$ cat config.mk
export PLATFORM = sky130hd
export DESIGN_NAME = tcw_front
export DESIGN_NICKNAME = d
export VERILOG_FILES = /design/src/design/tcw_pkg.sv /design/src/design/tcw_front.sv
export SDC_FILE = /design/constraint.sdc
export NUM_CORES = 1
export LEC_CHECK = 0
export ABC_AREA = 1
export BUFFER_PORTS_ARGS = -buffer_cell sky130_fd_sc_hd__buf_2
export CAP_MARGIN = 20
export CORE_ASPECT_RATIO = 1.2
export CORE_UTILIZATION = 52
export DETAILED_ROUTE_END_ITERATION = 6
export GPL_ROUTABILITY_DRIVEN = 0
export PLACE_DENSITY = 0.76
export SKIP_CTS_REPAIR_TIMING = 1
export SLEW_MARGIN = 20
export SYNTH_ARGS = -nofsm -noshare
export SYNTH_HDL_FRONTEND = slang
export SYNTH_SLANG_ARGS = --single-unit
export TNS_END_PERCENT = 100
$ cat constraint.sdc
create_clock -name clk -period 2.5 [get_ports clk]
set_input_delay 0.375 -clock clk [delete_from_list [all_inputs] [get_ports clk]]
set_output_delay 0.375 -clock clk [all_outputs]
set_load 0.01 [all_outputs]
$ cat src/design/tcw_pkg.sv
// Package for the text console writer: screen geometry, item types, codes.
// No dependencies; used by every module of the block.
`timescale 1ns / 1ps
`default_nettype none
package tcw_pkg;
    localparam int SCREEN_WIDTH  = 80;
    localparam int SCREEN_HEIGHT = 25;
    localparam int CELLS         = SCREEN_WIDTH * SCREEN_HEIGHT;
    localparam int COL_W  = 7;
    localparam int ROW_W  = 5;
    localparam int ADDR_W = $clog2(CELLS);
    localparam int TAB_STEP = 5;
    localparam int QDEPTH = 2;

    localparam logic [2:0] ADDR_BACK = 3'd0;
    localparam logic [2:0] ADDR_FORE = 3'd4;

    localparam logic [7:0] CH_BS  = 8'd8;
    localparam logic [7:0] CH_TAB = 8'd9;
    localparam logic [7:0] CH_LF  = 8'd10;
    localparam logic [7:0] CH_CR  = 8'd13;
    localparam logic [7:0] CH_SPACE = 8'h20;

    localparam logic [ROW_W-1:0] LAST_ROW = ROW_W'(SCREEN_HEIGHT - 1);
    localparam logic [COL_W-1:0] LAST_COL = COL_W'(SCREEN_WIDTH - 1);

    typedef enum logic [1:0] {
        REQ_PUT   = 2'd0,
        REQ_CLEAR = 2'd1,
        REQ_SETC  = 2'd2,
        REQ_READ  = 2'd3
    } req_t;

    typedef enum logic [2:0] {
        OP_PRINT, OP_LF, OP_CR, OP_BS, OP_TAB, OP_CLEAR, OP_SETC, OP_READ
    } op_t;

    typedef enum logic [2:0] {
        ST_INIT, ST_IDLE, ST_EXEC, ST_BSRD, ST_FILL, ST_RDWAIT, ST_DONE
    } state_t;

    typedef struct packed {
        logic [1:0]       req_type;
        logic [7:0]       char_code;
        logic [7:0]       clear_attr;
        logic [COL_W-1:0] target_col;
        logic [ROW_W-1:0] target_row;
    } in_item_t;

    typedef struct packed {
        logic [7:0]       cell_char;
        logic [7:0]       cell_attr;
        logic [COL_W-1:0] cursor_col;
        logic [ROW_W-1:0] cursor_row;
    } out_item_t;

    typedef struct packed {
        op_t              op;
        logic [7:0]       char_code;
        logic [7:0]       clear_attr;
        logic [COL_W-1:0] col;
        logic [ROW_W-1:0] row;
    } cmd_t;
endpackage
`default_nettype wire

$ cat src/design/tcw_front.sv
// Front end: accepts request items, saturates targets, decodes the operation,
// and queues decoded commands for the back end. Depends on tcw_pkg.
`timescale 1ns / 1ps
`default_nettype none
module tcw_front (
    input  wire logic             clk,
    input  wire logic             rst_n,
    input  wire logic             push,
    output logic                  full,
    input  wire tcw_pkg::in_item_t in_item,
    output logic                  cmd_valid,
    output tcw_pkg::cmd_t         cmd,
    input  wire logic             cmd_take
);
    import tcw_pkg::*;

    cmd_t q_reg [QDEPTH];
    logic [$clog2(QDEPTH):0] cnt_reg, cnt_next;
    logic [$clog2(QDEPTH)-1:0] wp_reg, rp_reg;
    cmd_t dec;
    logic do_push, do_pop;

    always_comb
    begin
        dec.char_code  = in_item.char_code;
        dec.clear_attr = in_item.clear_attr;
        dec.col = (in_item.target_col > LAST_COL) ? LAST_COL : in_item.target_col;
        dec.row = (in_item.target_row > LAST_ROW) ? LAST_ROW : in_item.target_row;
        case (req_t'(in_item.req_type))
            REQ_PUT:
            begin
                case (in_item.char_code)
                    CH_LF:   dec.op = OP_LF;
                    CH_CR:   dec.op = OP_CR;
                    CH_BS:   dec.op = OP_BS;
                    CH_TAB:  dec.op = OP_TAB;
                    default: dec.op = OP_PRINT;
                endcase
            end
            REQ_CLEAR: dec.op = OP_CLEAR;
            REQ_SETC:  dec.op = OP_SETC;
            default:   dec.op = OP_READ;
        endcase
    end

    assign full      = (cnt_reg == ($clog2(QDEPTH)+1)'(QDEPTH));
    assign cmd_valid = (cnt_reg != '0);
    assign cmd       = q_reg[rp_reg];
    assign do_push   = push && !full;
    assign do_pop    = cmd_take && cmd_valid;

    always_comb
    begin
        cnt_next = cnt_reg;
        if (do_push && !do_pop)
            cnt_next = cnt_reg + 1'b1;
        else if (!do_push && do_pop)
            cnt_next = cnt_reg - 1'b1;
    end

    always_ff @(posedge clk or negedge rst_n)
    begin
        if (!rst_n)
        begin
            cnt_reg <= '0;
            wp_reg  <= '0;
            rp_reg  <= '0;
        end
        else
        begin
            cnt_reg <= cnt_next;
            if (do_push)
                wp_reg <= wp_reg + 1'b1;
            if (do_pop)
                rp_reg <= rp_reg + 1'b1;
        end
    end

    always_ff @(posedge clk)
    begin
        if (do_push)
            q_reg[wp_reg] <= dec;
    end
endmodule
`default_nettype wire

# Word level (Yosys, flattened, before mapping)
# Memories as Yosys holds them, arrays and structs flattened.
# Cells that the tools add are included.
[word_totals]
reg_bits = 4
inputBits = 34
wordCells = 35
ramBits = 62
n_memories = 1
output_inout_bits = 33
[classes]
reduce_logical = 10
magnitude_cmp = 2
mux = 8
add_sub_neg = 4
n_eq_ne = 7
[mem_list]
columns = ["memory", "words", "width", "read_ports", "rd_ports_with_merged_regs", "write_ports", "line", "source"]
rows = [
  ["q_reg", 2, 31, 1, 0, 1, "tcw_front.sv:17", "cmd_t q_reg [QDEPTH];"],
]
[op_table]
columns = ["cell", "n"]
rows = [
  ["8-bit by 4-bit == test with 1-bit output (second input constant)", 4],
  ["3-bit one-hot mux with 4 select lines", 1],
  ["3-bit one-hot mux with 3 select lines", 1],
  ["7-bit > comparator (second input constant)", 1],
  ["7-bit 2-to-1 mux", 1],
  ["5-bit > comparator (second input constant)", 1],
  ["5-bit 2-to-1 mux", 1],
  ["2-bit == test (second input constant)", 2],
  ["1-bit logical AND", 4],
  ["2-bit 2-to-1 mux", 2],
  ["2-bit nonzero test", 2],
  ["1-bit logical NOT", 3],
  ["1-bit adder (second input constant)", 2],
  ["2-bit by 1-bit adder with 2-bit output (second input constant)", 1],
  ["2-bit by 1-bit == test with 1-bit output (second input constant)", 1],
  ["2-bit logical NOT", 1],
  ["1-bit 2-to-1 mux", 2],
  ["2-bit by 1-bit subtractor with 2-bit output (second input constant)", 1],
]

# Logic depth before layout (Yosys ltp)
# Gate-level depths: netlist (run 1).
[depth]
ltp_word = 7
depth_mapped = 8
ltp_nobuf = 8

# Worst setup path before layout (run 1)
# OpenSTA, ideal clock, no wires.
[synth_path]
path_kind = "register to register"
startpoint = "reg cnt_reg[1]"
endpoint = "mem q_reg[1][0] (netlist name) (enable)"
required_time_ps = 2080
arrival_time_ps = 1866
n_path_buf = 0
path_slack_ps = 214
path_stages_with_launch = 4
period_less_slack_ps = 2286
setup_ps = 420
cell_sequence = "dfrtp_1 -> inv_2 -> o21ai_1 -> nor2_1"
[synth_between]
elab_chain_cells = 5
[synth_rtl]
columns = ["element", "line", "source"]
rows = [
  ["start: declaration", "tcw_front.sv:18", "logic [$clog2(QDEPTH):0] cnt_reg, cnt_next;"],
  ["start signal: assignment", "tcw_front.sv:71", "cnt_reg <= cnt_next;"],
  ["2-bit == test", "tcw_front.sv:46", "assign full = (cnt_reg == ($clog2(QDEPTH)+1)'(QDEPTH));"],
  ["1-bit logical NOT", "tcw_front.sv:49", "assign do_push = push && !full;"],
  ["1-bit logical AND", "tcw_front.sv:49", ""],
  ["1-bit 2-to-1 mux", "tcw_front.sv:81", "if (do_push)"],
  ["1-bit 2-to-1 mux (implied by the code)", "tcw_front.sv:82", "q_reg[wp_reg] <= dec;"],
  ["end: declaration", "tcw_front.sv:17", ""],
]
# No other way between the ends.

# Worst setup path in the final report (run 1)
[layout_path]
startpoint = "reg cnt_reg[0]"
endpoint = "reg cnt_reg[1]"
[layout_between]
elab_chain_cells = 6
word_cells_on_any_way = 14
classes_between = "add/sub: 2; eq/ne: 1; mux: 2; reduce/logical: 9"
[layout_rtl]
columns = ["element", "line", "source"]
rows = [
  ["2-bit == test *", "tcw_front.sv:46", ""],
  ["1-bit logical NOT *", "tcw_front.sv:49", ""],
  ["1-bit logical AND *", "tcw_front.sv:49", ""],
  ["net do_push", "tcw_front.sv:21", "logic do_push, do_pop;"],
  ["1-bit logical NOT", "tcw_front.sv:57", "else if (!do_push && do_pop)"],
  ["1-bit logical AND", "tcw_front.sv:57", ""],
  ["2-bit nonzero test (no line)", "-", ""],
]
# Mark *: on every way through the listed nets, which the timed path passes. The rest lies on a longest branch. The select of a mux whose other input is x is not followed.
# A chain may end at the register's enable or synchronous reset.

==> results of run 1 <==
logic make-up after synthesis:
| family | Yosys count |
|---|---|
| DFF | 66 |
| and+or+nand+nor | 134 |
| buffers and inverters | 29 |
| xor gates and xnor gates | 3 |
| adders and majority gates | 3 |
| AOI/OAI and AO/OA | 5 |
path summary, 6_finish.rpt:
path,from,end,slack (ns),cells past startpoint
max reg2reg,cnt_reg[0]$_DFFE_PN0P_,cnt_reg[1]$_DFFE_PN0P_,0.65,6
min in group asynchronous,rst_n,cnt_reg[1]$_DFFE_PN0P_,0.39,2
min,in_item[17],q_reg[1][17]$_DFFE_PP_,0.24,1
max,cnt_reg[0]$_DFFE_PN0P_,cnt_reg[1]$_DFFE_PN0P_,0.65,6
min reg2reg,cnt_reg[0]$_DFFE_PN0P_,cnt_reg[0]$_DFFE_PN0P_,0.55,1
max in group asynchronous,rst_n,rp_reg$_DFFE_PN0P_,1.99,2
stage by stage:
stage	hold WS, ns	instance area (sq um)	util, %
floorplan	0.0794	2700	-
finish	0.240	3290	66.1
global route	0.213	3290	66.1
detailed placement	0.189	3100	62.2
CTS	-0.176	3280	65.9
global placement	0.183	3100	62.2
per-layer routing:
layer / up-vias / wire length [um]
met5: - / 0
met4: 0 / 55
met3: 4 / 169
li1: 913 / -
met2: 45 / 2550
met1: 847 / 2000
critical path, cell delays in order, from the launching register on:
cell	delay, ns
dfrtp_1	0.42
o21ai_1	0.42
inv_1	0.12
ha_1	0.35
a21oi_1	0.16
o21ai_1	0.11
xor2_1	0.16
cells in the mapped netlist:
master    number
a21oi_1        1
a31oi_1        1
buf_2          6
bufinv_8       1
clkbuf_1       3
dfrtp_1        4
edfxtp_1      62
ha_1           3
inv_1         15
inv_2          4
nand2_1      115
nand2_2        1
nand3_1        1
nor2_1        14
nor2_2         1
nor3_1         1
o21ai_1        3
or2_1          1
xnor2_1        1
xor2_1         2
power by group through the flow:
stage               Clock [mW]  Combinational (mW)  Sequential (mW)
global placement             0                1.21             1.60
CTS                      0.849                1.23             1.60
global route             0.892                1.36             1.61
floorplan                    0               0.749             1.61
finish                   0.821                1.21             1.59
detailed placement           0                1.23             1.62
area by class of cell:
class                   count  area share (%)
inverters                  20            2.70
clock buffers               9            3.76
clock inverters             7            1.83
well taps                  60            2.28
repair buffers             70            11.0
flip-flops and latches     66            59.6
multi-input cells         145            18.8
==> summary.txt, run 1 <==
Global route
  – GR peak layer: met2
  – Global route total overflow: 0
  – Met2 global-route usage: about 33%
  – Global-route wire length before repair: about 7400 um
  – Met3 GRT Util: between 5 and 6%
  – GRT met1 Usage: 20.5%
  – Largest net degree at the start of global routing: 33
  – Antenna violations before repair: 0
  – Number of global-route vias before repair: about 1.7k
  – GRT Util Overall: around a fifth

Timing
  – Worst slew margin: about 63%
  – Max Slew Vio Count: 0
  – Final Hold Vio Count: 0
  – Final setup fails: 0
  – TNS Setup: 0 ns
  – Maximum clock frequency: between 500 and 600 MHz
  – RSZ-0062 raised after global routing: false
  – Fin worst setup slack: between 0.6 and 0.7 ns
  – Worst Skew: approximately 0.007 ns
  – Minimum clock period: ~1.9 ns
  – Worst slew pin tran: between 0.5 and 0.6 ns
  – Final Cycle Share: roughly 74%

Final layout
  – Number of flip-flops in the largest register: 62
  – Most frequent cells in the layout: nand2_1, buf_2, edfxtp_1
  – Register area: roughly 2000 sq um
  – Nets: 349
  – Ant. Diodes: 0
  – Layout area overhead: 22.1%
  – Filler cell count: a little under 400
  – Commonest non-fill, non-tap cell in the layout: nand2_1
  – Layout cells sized above 1: about 29%
  – Final Non-Filler Cells: between 300 and 400
  – Multi-input gate area in the final layout: between 600 and 700 sq um

Synth
  – Post-Synthesis Cells: between 200 and 250
  – Post-Synth Adder-Cell Area: under 10%
  – Syn Nets: 277
  – Synth top area share: 69.1%
  – Yosys reg bits: 66
  – XOR/XNOR share of the synthesized area: less than 1%
  – Post-Synth Simple-Gate Area: a little under a fifth
  – Mean Syn Cell Area: roughly 11 sq um
  – Top cells by area, synth: edfxtp_1, nand2_1, dfrtp_1
  – Synth Cell Area: 2700 sq um
  – Synth Area in Compound Gates: 0.975%
  – Largest family of logic cells by synthesized area: simple AND/OR/NAND/NOR gates
  – Unique masters post-synth: 20
  – Sequential area share after synthesis: a little over 70%
  – Post-synthesis mux area share: 0%
  – Yosys top cell by area: edfxtp_1
  – YS warnings: 0

Power and ir drop
  – P_int: between 2 and 2.5 mW
  – Peak supply drop: approximately 0.00055 V
  – Leakage power: between 1.5 and 2 nW
  – Share of total power in the clock network: a little under a quarter
  – Flop pwr share: 43.9%
  – Gate power share: ~33%
  – PnR Total Power: between 3 and 4 mW
  – P_sw: ~1.2 mW
  – PD cells: roughly 1100 nW/um^2
  – Switching share of power: between 30% and 40%

Place
  – Post-DP HPWL: about 3200 um
  – Port bufs: 66
  – Post-Place Cells: 360
  – Pre-CTS WS: 0.685 ns

Worst setup path
  – Startpoint Class: flip-flop
  – Worst EP arrival: between 2 and 2.5 ns
  – CP max FO: 4
  – CP endpoint kind: flip-flop
  – Type of the worst setup path: reg -> reg
  – Critical Path RT: approximately 2.7 ns

Clock tree
  – Clk pin slew, worst setup/hold paths: roughly 0.07 ns
  – Sink Count: 66
  – Bufs on Longest Clock Path: 2
  – Clk_lat worst skew: ~0.32 ns
  – CTS tree: done
  – CTS buffer count: 9
  – Clock root buffer: clkbuf_8
  – H-tree Lvls: 3

Floorplan
  – FP Rows: 28
  – Top-Level Pins: 67
  – Die Span Y: around 81 um
  – Core footprint: a little under 5000 sq um
  – Initial Util: 54.2%
  – Die area: 5480 sq um
  – Die W: 67.7 um

Min path
  – Hold Path Class: in -> reg

Run status
  – Status: finished, final reports clean

Route
  – Via density per instance: roughly 4.8
  – Initial DRC Count: 111
  – Pre-Repair DR Iteration Count: 4
  – DRT Wirelength: around 4800 um
  – WL per Instance: between 10 and 15 um
  – Final ANT Viol Nets: 0
  – Vias: about 1.8k
  – # DRC: 0

Run
  – Max-Cap Viols: 0
Note: power is estimated with default switching activity, not from simulation.
==> run 2: changes to the inputs <==
==> constraint.sdc (replaced) <==
create_clock -name clk -period 1.9 [get_ports clk]
set_input_delay 0.285 -clock clk [delete_from_list [all_inputs] [get_ports clk]]
set_output_delay 0.285 -clock clk [all_outputs]
set_load 0.01 [all_outputs]
==> run 2 against run 1 <==
  * Non-clock buffer count is 3 higher
  * Cell area grew 0.72%
  * First-iteration DRC count is 12% lower
  * Critical path type is now reg -> out
  * Clock power rose by 33%
  * Largest cell class unchanged
==> summary.txt, run 2 (same netlist as run 1, synthesis figures left out) <==
Timing
  – RSZ-0062 raised after global routing: false
  – Hold slack: 0.133 ns
  – Minimum clock period: 1.72 ns
  – Final Cycle Share: about nine tenths
  – Worst slew pin tran: around 0.52 ns
  – Worst Skew: 0.00780 ns
  – Final Hold Vio Count: 0
  – Worst slew margin: 65.6%
  – Max Slew Vio Count: 0
  – TNS Setup: 0 ns
  – Maximum clock frequency: between 500 and 600 MHz
  – Final setup fails: 0

Final layout
  – Nets: 352
  – Final Non-Filler Cells: 380
  – Most frequent cells in the layout: nand2_1, buf_2, edfxtp_1
  – Number of flip-flops in the largest register: just over 60
  – Ant. Diodes: 0
  – Layout cells sized above 1: a little under 30%
  – Commonest non-fill, non-tap cell in the layout: nand2_1
  – Layout area overhead: 23.0%
  – Filler cell count: between 300 and 400
  – Final Util: about 67%

Route
  – WL per Instance: 11.7 um
  – Vias: roughly 1.8k
  – Via density per instance: approximately 4.7
  – Pre-Repair DR Iteration Count: 4
  – # DRC: 0
  – Initial DRC Count: between 90 and 100
  – DRT Wirelength: ~4400 um
  – Final ANT Viol Nets: 0

Worst setup path
  – R2R setup slack: 0.39 ns
  – Setup crit start: rp_reg$_DFFE_PN0P_
  – CP max FO: 32
  – CP max stage delay: a little under 0.4 ns
  – Worst EP arrival: between 1 and 1.5 ns
  – Reg2reg start: cnt_reg[0]$_DFFE_PN0P_
  – Worst R2R End: cnt_reg[1]$_DFFE_PN0P_
  – Type of the worst setup path: reg -> out
  – CP endpoint kind: primary output
  – Worst path cell trace: inv_2 -> nand2_1 -> nand2_1 -> buf_2
  – Worst setup path end: cmd[0]
  – Worst reg-to-reg path cell count: 6
  – Critical Path RT: ~1.6 ns
  – CP max-delay cell: inv_2
  – CP most frequent cell: nand2_1
  – Startpoint Class: flip-flop

Global route
  – Largest net degree at the start of global routing: 33
  – Antenna violations before repair: 0
  – Global route total overflow: 0
  – Global-route wire length before repair: between 7000 and 8000 um
  – GRT Util Overall: about a fifth
  – Number of global-route vias before repair: 1733

Floorplan
  – Initial Util: between 50% and 60%
  – Die W: slightly below 70 um
  – Die area: 5480 sq um
  – Die Span Y: 80.9 um
  – FP Rows: 28
  – Top-Level Pins: 67
  – Core footprint: 4970 sq um

Clock tree
  – CTS buffer count: 9
  – Clk_lat worst skew: approximately 0.34 ns
  – Bufs on Longest Clock Path: 2
  – CTS tree: done
  – H-tree Lvls: 3
  – Sink Count: between 60 and 70
  – Clk pin slew, worst setup/hold paths: 0.07 ns
  – Clock root buffer: clkbuf_8

Power and ir drop
  – P_int: 3.16 mW
  – Share of total power in the clock network: 22.8%
  – PD cells: 1440 nW/um^2
  – Gate power share: approximately 34%
  – Flop pwr share: roughly 44%
  – P_sw: 1.62 mW
  – Peak supply drop: about 0.0007 V
  – Leakage power: about 1.5 nW
  – Switching share of power: between 30% and 40%

Run
  – Max-Cap Viols: 0

Min path
  – Worst Hold Launch: in_item[18]
  – Hold Path Class: in -> reg

Place
  – Port bufs: between 60 and 70
  – Post-DP HPWL: between 3000 and 4000 um
  – Post-Place Cells: ~360

Run status
  – Status: finished, final reports clean
[run 2: changes by cell type in the layout (fill, tap and decap cells not counted)]
cell        delta
buf_4          +3
clkbuf_1       +1
clkinv_2       -2
clkinvlp_4     +1
[run 2: per-layer routing]
layer	global-route usage [%]	wire length, um
met1	18.6	1700
met2	33.1	2400
met3	5.06	228
met4	13.8	111
met5	0	0
[run 2: how the worst min path moves through the flow]
| stage | endpoint | slack (ns) | depth (start not counted) |
|---|---|---|---|
| after floorplan | cnt_reg[0]$_DFFE_PN0P_ | -0.01 | 0 |
| after global placement | cnt_reg[0]$_DFFE_PN0P_ | 0.1 | 1 |
| after detailed placement | cnt_reg[1]$_DFFE_PN0P_ | 0.1 | 1 |
| after CTS | wp_reg$_DFFE_PN0P_ | -0.28 | 1 |
| after global routing | q_reg[1][19]$_DFFE_PP_ | 0.11 | 1 |
| final | q_reg[0][18]$_DFFE_PP_ | 0.13 | 1 |
[run 2: per-stage QoR]
step                      power, mW  setup slack, ns  cell area (sq um)
after floorplan                3.10            0.118               2700
after CTS                      4.84            0.101               3300
after global placement         3.69            0.496               3120
after global routing           5.10           0.0184               3310
final                          4.78            0.175               3310
after detailed placement       3.74            0.395               3120
[run 2: final cells by class]
class                           instances  area (sq um)  share of cell area [%]
Multi-Input combinational cell        145           618                    18.6
Timing Repair Buffer                   73           385                    11.6
Sequential cell                        66          1960                    59.2
Inverter                               20          88.8                    2.68
Clock inverter                          6          57.6                    1.74
Clock buffer                           10           128                    3.85
Tap cell                               60          75.1                    2.27
[run 2: power groups by stage]
stage	Sequential, mW	Combinational, mW	Clock [mW]
after floorplan	2.11	0.992	0
after global placement	2.11	1.58	0
after detailed placement	2.12	1.62	0
after CTS	2.09	1.63	1.12
after global routing	2.12	1.81	1.17
final	2.09	1.60	1.09
[run 2: worst max-delay path, delay by kind of cell, from the launching register on]
family,cells,cell delay [ns]
flip-flops,1,0.38
buffers and inverters,2,0.52
AND/OR/NAND/NOR,2,0.20
==> run 3: changes to the inputs <==
--- a/config.mk
+++ b/config.mk
@@ -5,14 +5,13 @@
 export SDC_FILE = /design/constraint.sdc
 export NUM_CORES = 1
 export LEC_CHECK = 0
-export ABC_AREA = 1
 export BUFFER_PORTS_ARGS = -buffer_cell sky130_fd_sc_hd__buf_2
 export CAP_MARGIN = 20
 export CORE_ASPECT_RATIO = 1.2
-export CORE_UTILIZATION = 52
+export CORE_UTILIZATION = 35
 export DETAILED_ROUTE_END_ITERATION = 6
 export GPL_ROUTABILITY_DRIVEN = 0
-export PLACE_DENSITY = 0.76
+export PLACE_DENSITY = 0.54
 export SKIP_CTS_REPAIR_TIMING = 1
 export SLEW_MARGIN = 20
 export SYNTH_ARGS = -nofsm -noshare
==> run 3 against run 2 <==
  * Count of clock-buffer cells in the layout unchanged
  * Cell area is 2.4% higher
  * Hold slack improved by 0.0044 ns
  * Cell count fell by 16%
  * Global-route usage decreased by 7.6 points
  * Wire length decreased by 0.41%
  * Critical endpoint is now cmd[28]
==> summary.txt, run 3 <==
Route
  – Vias: 1450
  – # DRC: 0
  – Initial DRC Count: 46
  – Via density per instance: 4.52
  – DRT Wirelength: about 4400 um
  – Final ANT Viol Nets: 0
  – Pre-Repair DR Iteration Count: 4
  – WL per Instance: 13.8 um

Worst setup path
  – CP endpoint kind: primary output
  – Setup crit start: rp_reg$_DFFE_PN0P_
  – Worst setup path end: cmd[28]
  – Critical Path RT: approximately 1.6 ns
  – CP max FO: 14
  – Type of the worst setup path: reg -> out
  – R2R setup slack: 0.39 ns
  – Reg2reg start: cnt_reg[0]$_DFFE_PN0P_
  – Startpoint Class: flip-flop
  – Worst R2R End: cnt_reg[1]$_DFFE_PN0P_
  – Worst EP arrival: roughly 1.5 ns
  – Worst reg-to-reg path cell count: 6

Synth
  – Yosys reg bits: between 60 and 70
  – Syn Nets: 185
  – Mean Syn Cell Area: approximately 19 sq um
  – Most frequent cell after synthesis: edfxtp_1
  – Unique masters post-synth: 27
  – Yosys top cell by area: edfxtp_1
  – EDFF count, synth: 62
  – FFs w/ async S/R, synth: under 10%
  – Top post-synthesis cells by count: edfxtp_1, mux2_4
  – Primary FF master, synth: edfxtp_1
  – Sequential area share after synthesis: between 70 and 80%
  – Synth top area share: between 60 and 70%
  – YS warnings: 0
  – Top cells by area, synth: edfxtp_1, mux2_4, dfrtp_1
  – Post-Synthesis Cells: around 150
  – Synth Cell Area: roughly 2800 sq um

Final layout
  – Multi-input gate area in the final layout: about 740 sq um
  – Final Cell Area: about 3400 sq um
  – Filler cell count: about 710
  – Layout cells sized above 1: about half
  – Commonest non-fill, non-tap cell in the layout: buf_2
  – Register area: 1960 sq um
  – Final Non-Filler Cells: around 320
  – Layout area overhead: 21.6%
  – Nets: 262
  – Number of flip-flops in the largest register: between 60 and 70
  – Most frequent cells in the layout: buf_2, edfxtp_1, mux2_4
  – Ant. Diodes: 0

Run status
  – Status: finished, final reports clean

Timing
  – TNS Setup: 0 ns
  – Max Slew Vio Count: 0
  – Final Cycle Share: 93.0%
  – Hold slack: 0.137 ns
  – Fin worst setup slack: around 0.13 ns
  – Final setup fails: 0
  – Maximum clock frequency: approximately 570 MHz
  – Final Hold Vio Count: 0
  – Worst Skew: about 0.0049 ns
  – Worst slew pin tran: roughly 0.32 ns
  – Minimum clock period: 1.77 ns
  – RSZ-0062 raised after global routing: false
  – Worst slew margin: between 70 and 80%

Place
  – Pre-CTS WS: around 0.38 ns
  – Post-Place Cells: slightly above 300
  – Post-DP HPWL: ~3100 um
  – Placed Area: 3230 sq um
  – Port bufs: 66

Clock tree
  – H-tree Lvls: 3
  – Bufs on Longest Clock Path: 2
  – Clk_lat worst skew: 0.33 ns
  – Clk pin slew, worst setup/hold paths: ~0.07 ns
  – CTS tree: done
  – Sink Count: 66
  – CTS buffer count: 9
  – Clock root buffer: clkbuf_8

Power and ir drop
  – Peak supply drop: around 0.00074 V
  – Leakage power: 1.38 nW
  – PD cells: about 1400 nW/um^2

Run
  – Max-Cap Viols: 0

Floorplan
  – Initial Util: between 30% and 40%
  – Die area: around 8300 sq um
  – Die W: approximately 84 um
  – FP Rows: 35
  – Die Span Y: around 100 um
  – Top-Level Pins: 67
  – Core footprint: between 7000 and 8000 sq um

Global route
  – Antenna violations before repair: 0
  – Largest net degree at the start of global routing: 20
  – Number of global-route vias before repair: around 1.5k
  – Global route total overflow: 0
  – Global-route wire length before repair: 6860 um
  – GRT Util Overall: 11.2%

Min path
  – Hold Path Class: in -> reg
==> run 3: cell types whose count changed in the layout (fill, tap and decap cells not counted), moves of 3 or more <==
cell,previous run,this run
nor2_1,12,3
nand2_1,115,4
inv_1,15,4
mux2_4,0,29
nand2b_1,0,3
inv_2,4,0
and2_1,0,3
xnor2_1,1,4
==> run 3: metrics by stage <==
step | utilization, % | power, mW
finish | 44.0 | 4.78
detailed placement | 42.0 | 3.94
floorplan | - | 3.43
global route | 44.0 | 5.07
global placement | 42.0 | 3.92
CTS | 43.9 | 4.88
==> run 3: layer usage <==
| metal | share of wire (%) | vias to the layer above | GRT usage [%] |
|---|---|---|---|
| li1 | - | 701 | - |
| met2 | 54 | 36 | 19.3 |
| met5 | 0 | - | 0 |
| met4 | 2.0 | 0 | 7.82 |
| met1 | 40 | 704 | 12.1 |
| met3 | 4.2 | 9 | 3.04 |
==> run 3: how the worst min path moves through the flow <==
stage | startpoint | to | slack [ns] | depth (start not counted)
2_1_floorplan | rst_n | cnt_reg[0]$_DFFE_PN0P_ | -0.01 | 0
3_3_place_gp | rst_n | cnt_reg[0]$_DFFE_PN0P_ | 0.1 | 1
3_5_place_dp | rst_n | cnt_reg[0]$_DFFE_PN0P_ | 0.11 | 1
4_1_cts | rst_n | wp_reg$_DFFE_PN0P_ | -0.27 | 1
5_1_grt | in_item[16] | q_reg[0][16]$_DFFE_PP_ | 0.12 | 1
6_report | in_item[16] | q_reg[0][16]$_DFFE_PP_ | 0.14 | 1
==> run 3: power by group <==
part | internal (mW) | switching, mW | total [mW]
Combinational | 0.919 | 0.834 | 1.75
Sequential | 2.00 | 0.109 | 2.11
Clock | 0.449 | 0.466 | 0.915
==> run 3: logic make-up (layout without fill, tap and decap cells) <==
group / count (synthesis) / after routing / share of synthesized area (%)
flip-flops: 66 / 66 / 70.3
multiplexers: 31 / 31 / 16.4
AND/OR/NAND/NOR: 26 / 26 / 5.73
buffers and inverters: 11 / 92 / 3.49
XOR/XNOR: 6 / 6 / 1.88
AO/OA/AOI/OAI: 5 / 5 / 0.896
adder cells (fa/ha/maj): 3 / 3 / 1.34
==> run 3: worst max-delay path, cell delays in order, from the launching register on <==
cell and delay [ns]:
dfrtp_2 0.38, buf_4 0.29, mux2_4 0.34, buf_2 0.14
==> run 3: area by class of cell <==
type	instances	share of cell area (%)
flip-flops and latches	66	57.8
multi-input cells	71	21.8
clock buffers	10	3.76
clock inverters	5	0.663
repair buffers	73	12.1
inverters	4	0.442
well taps	92	3.39
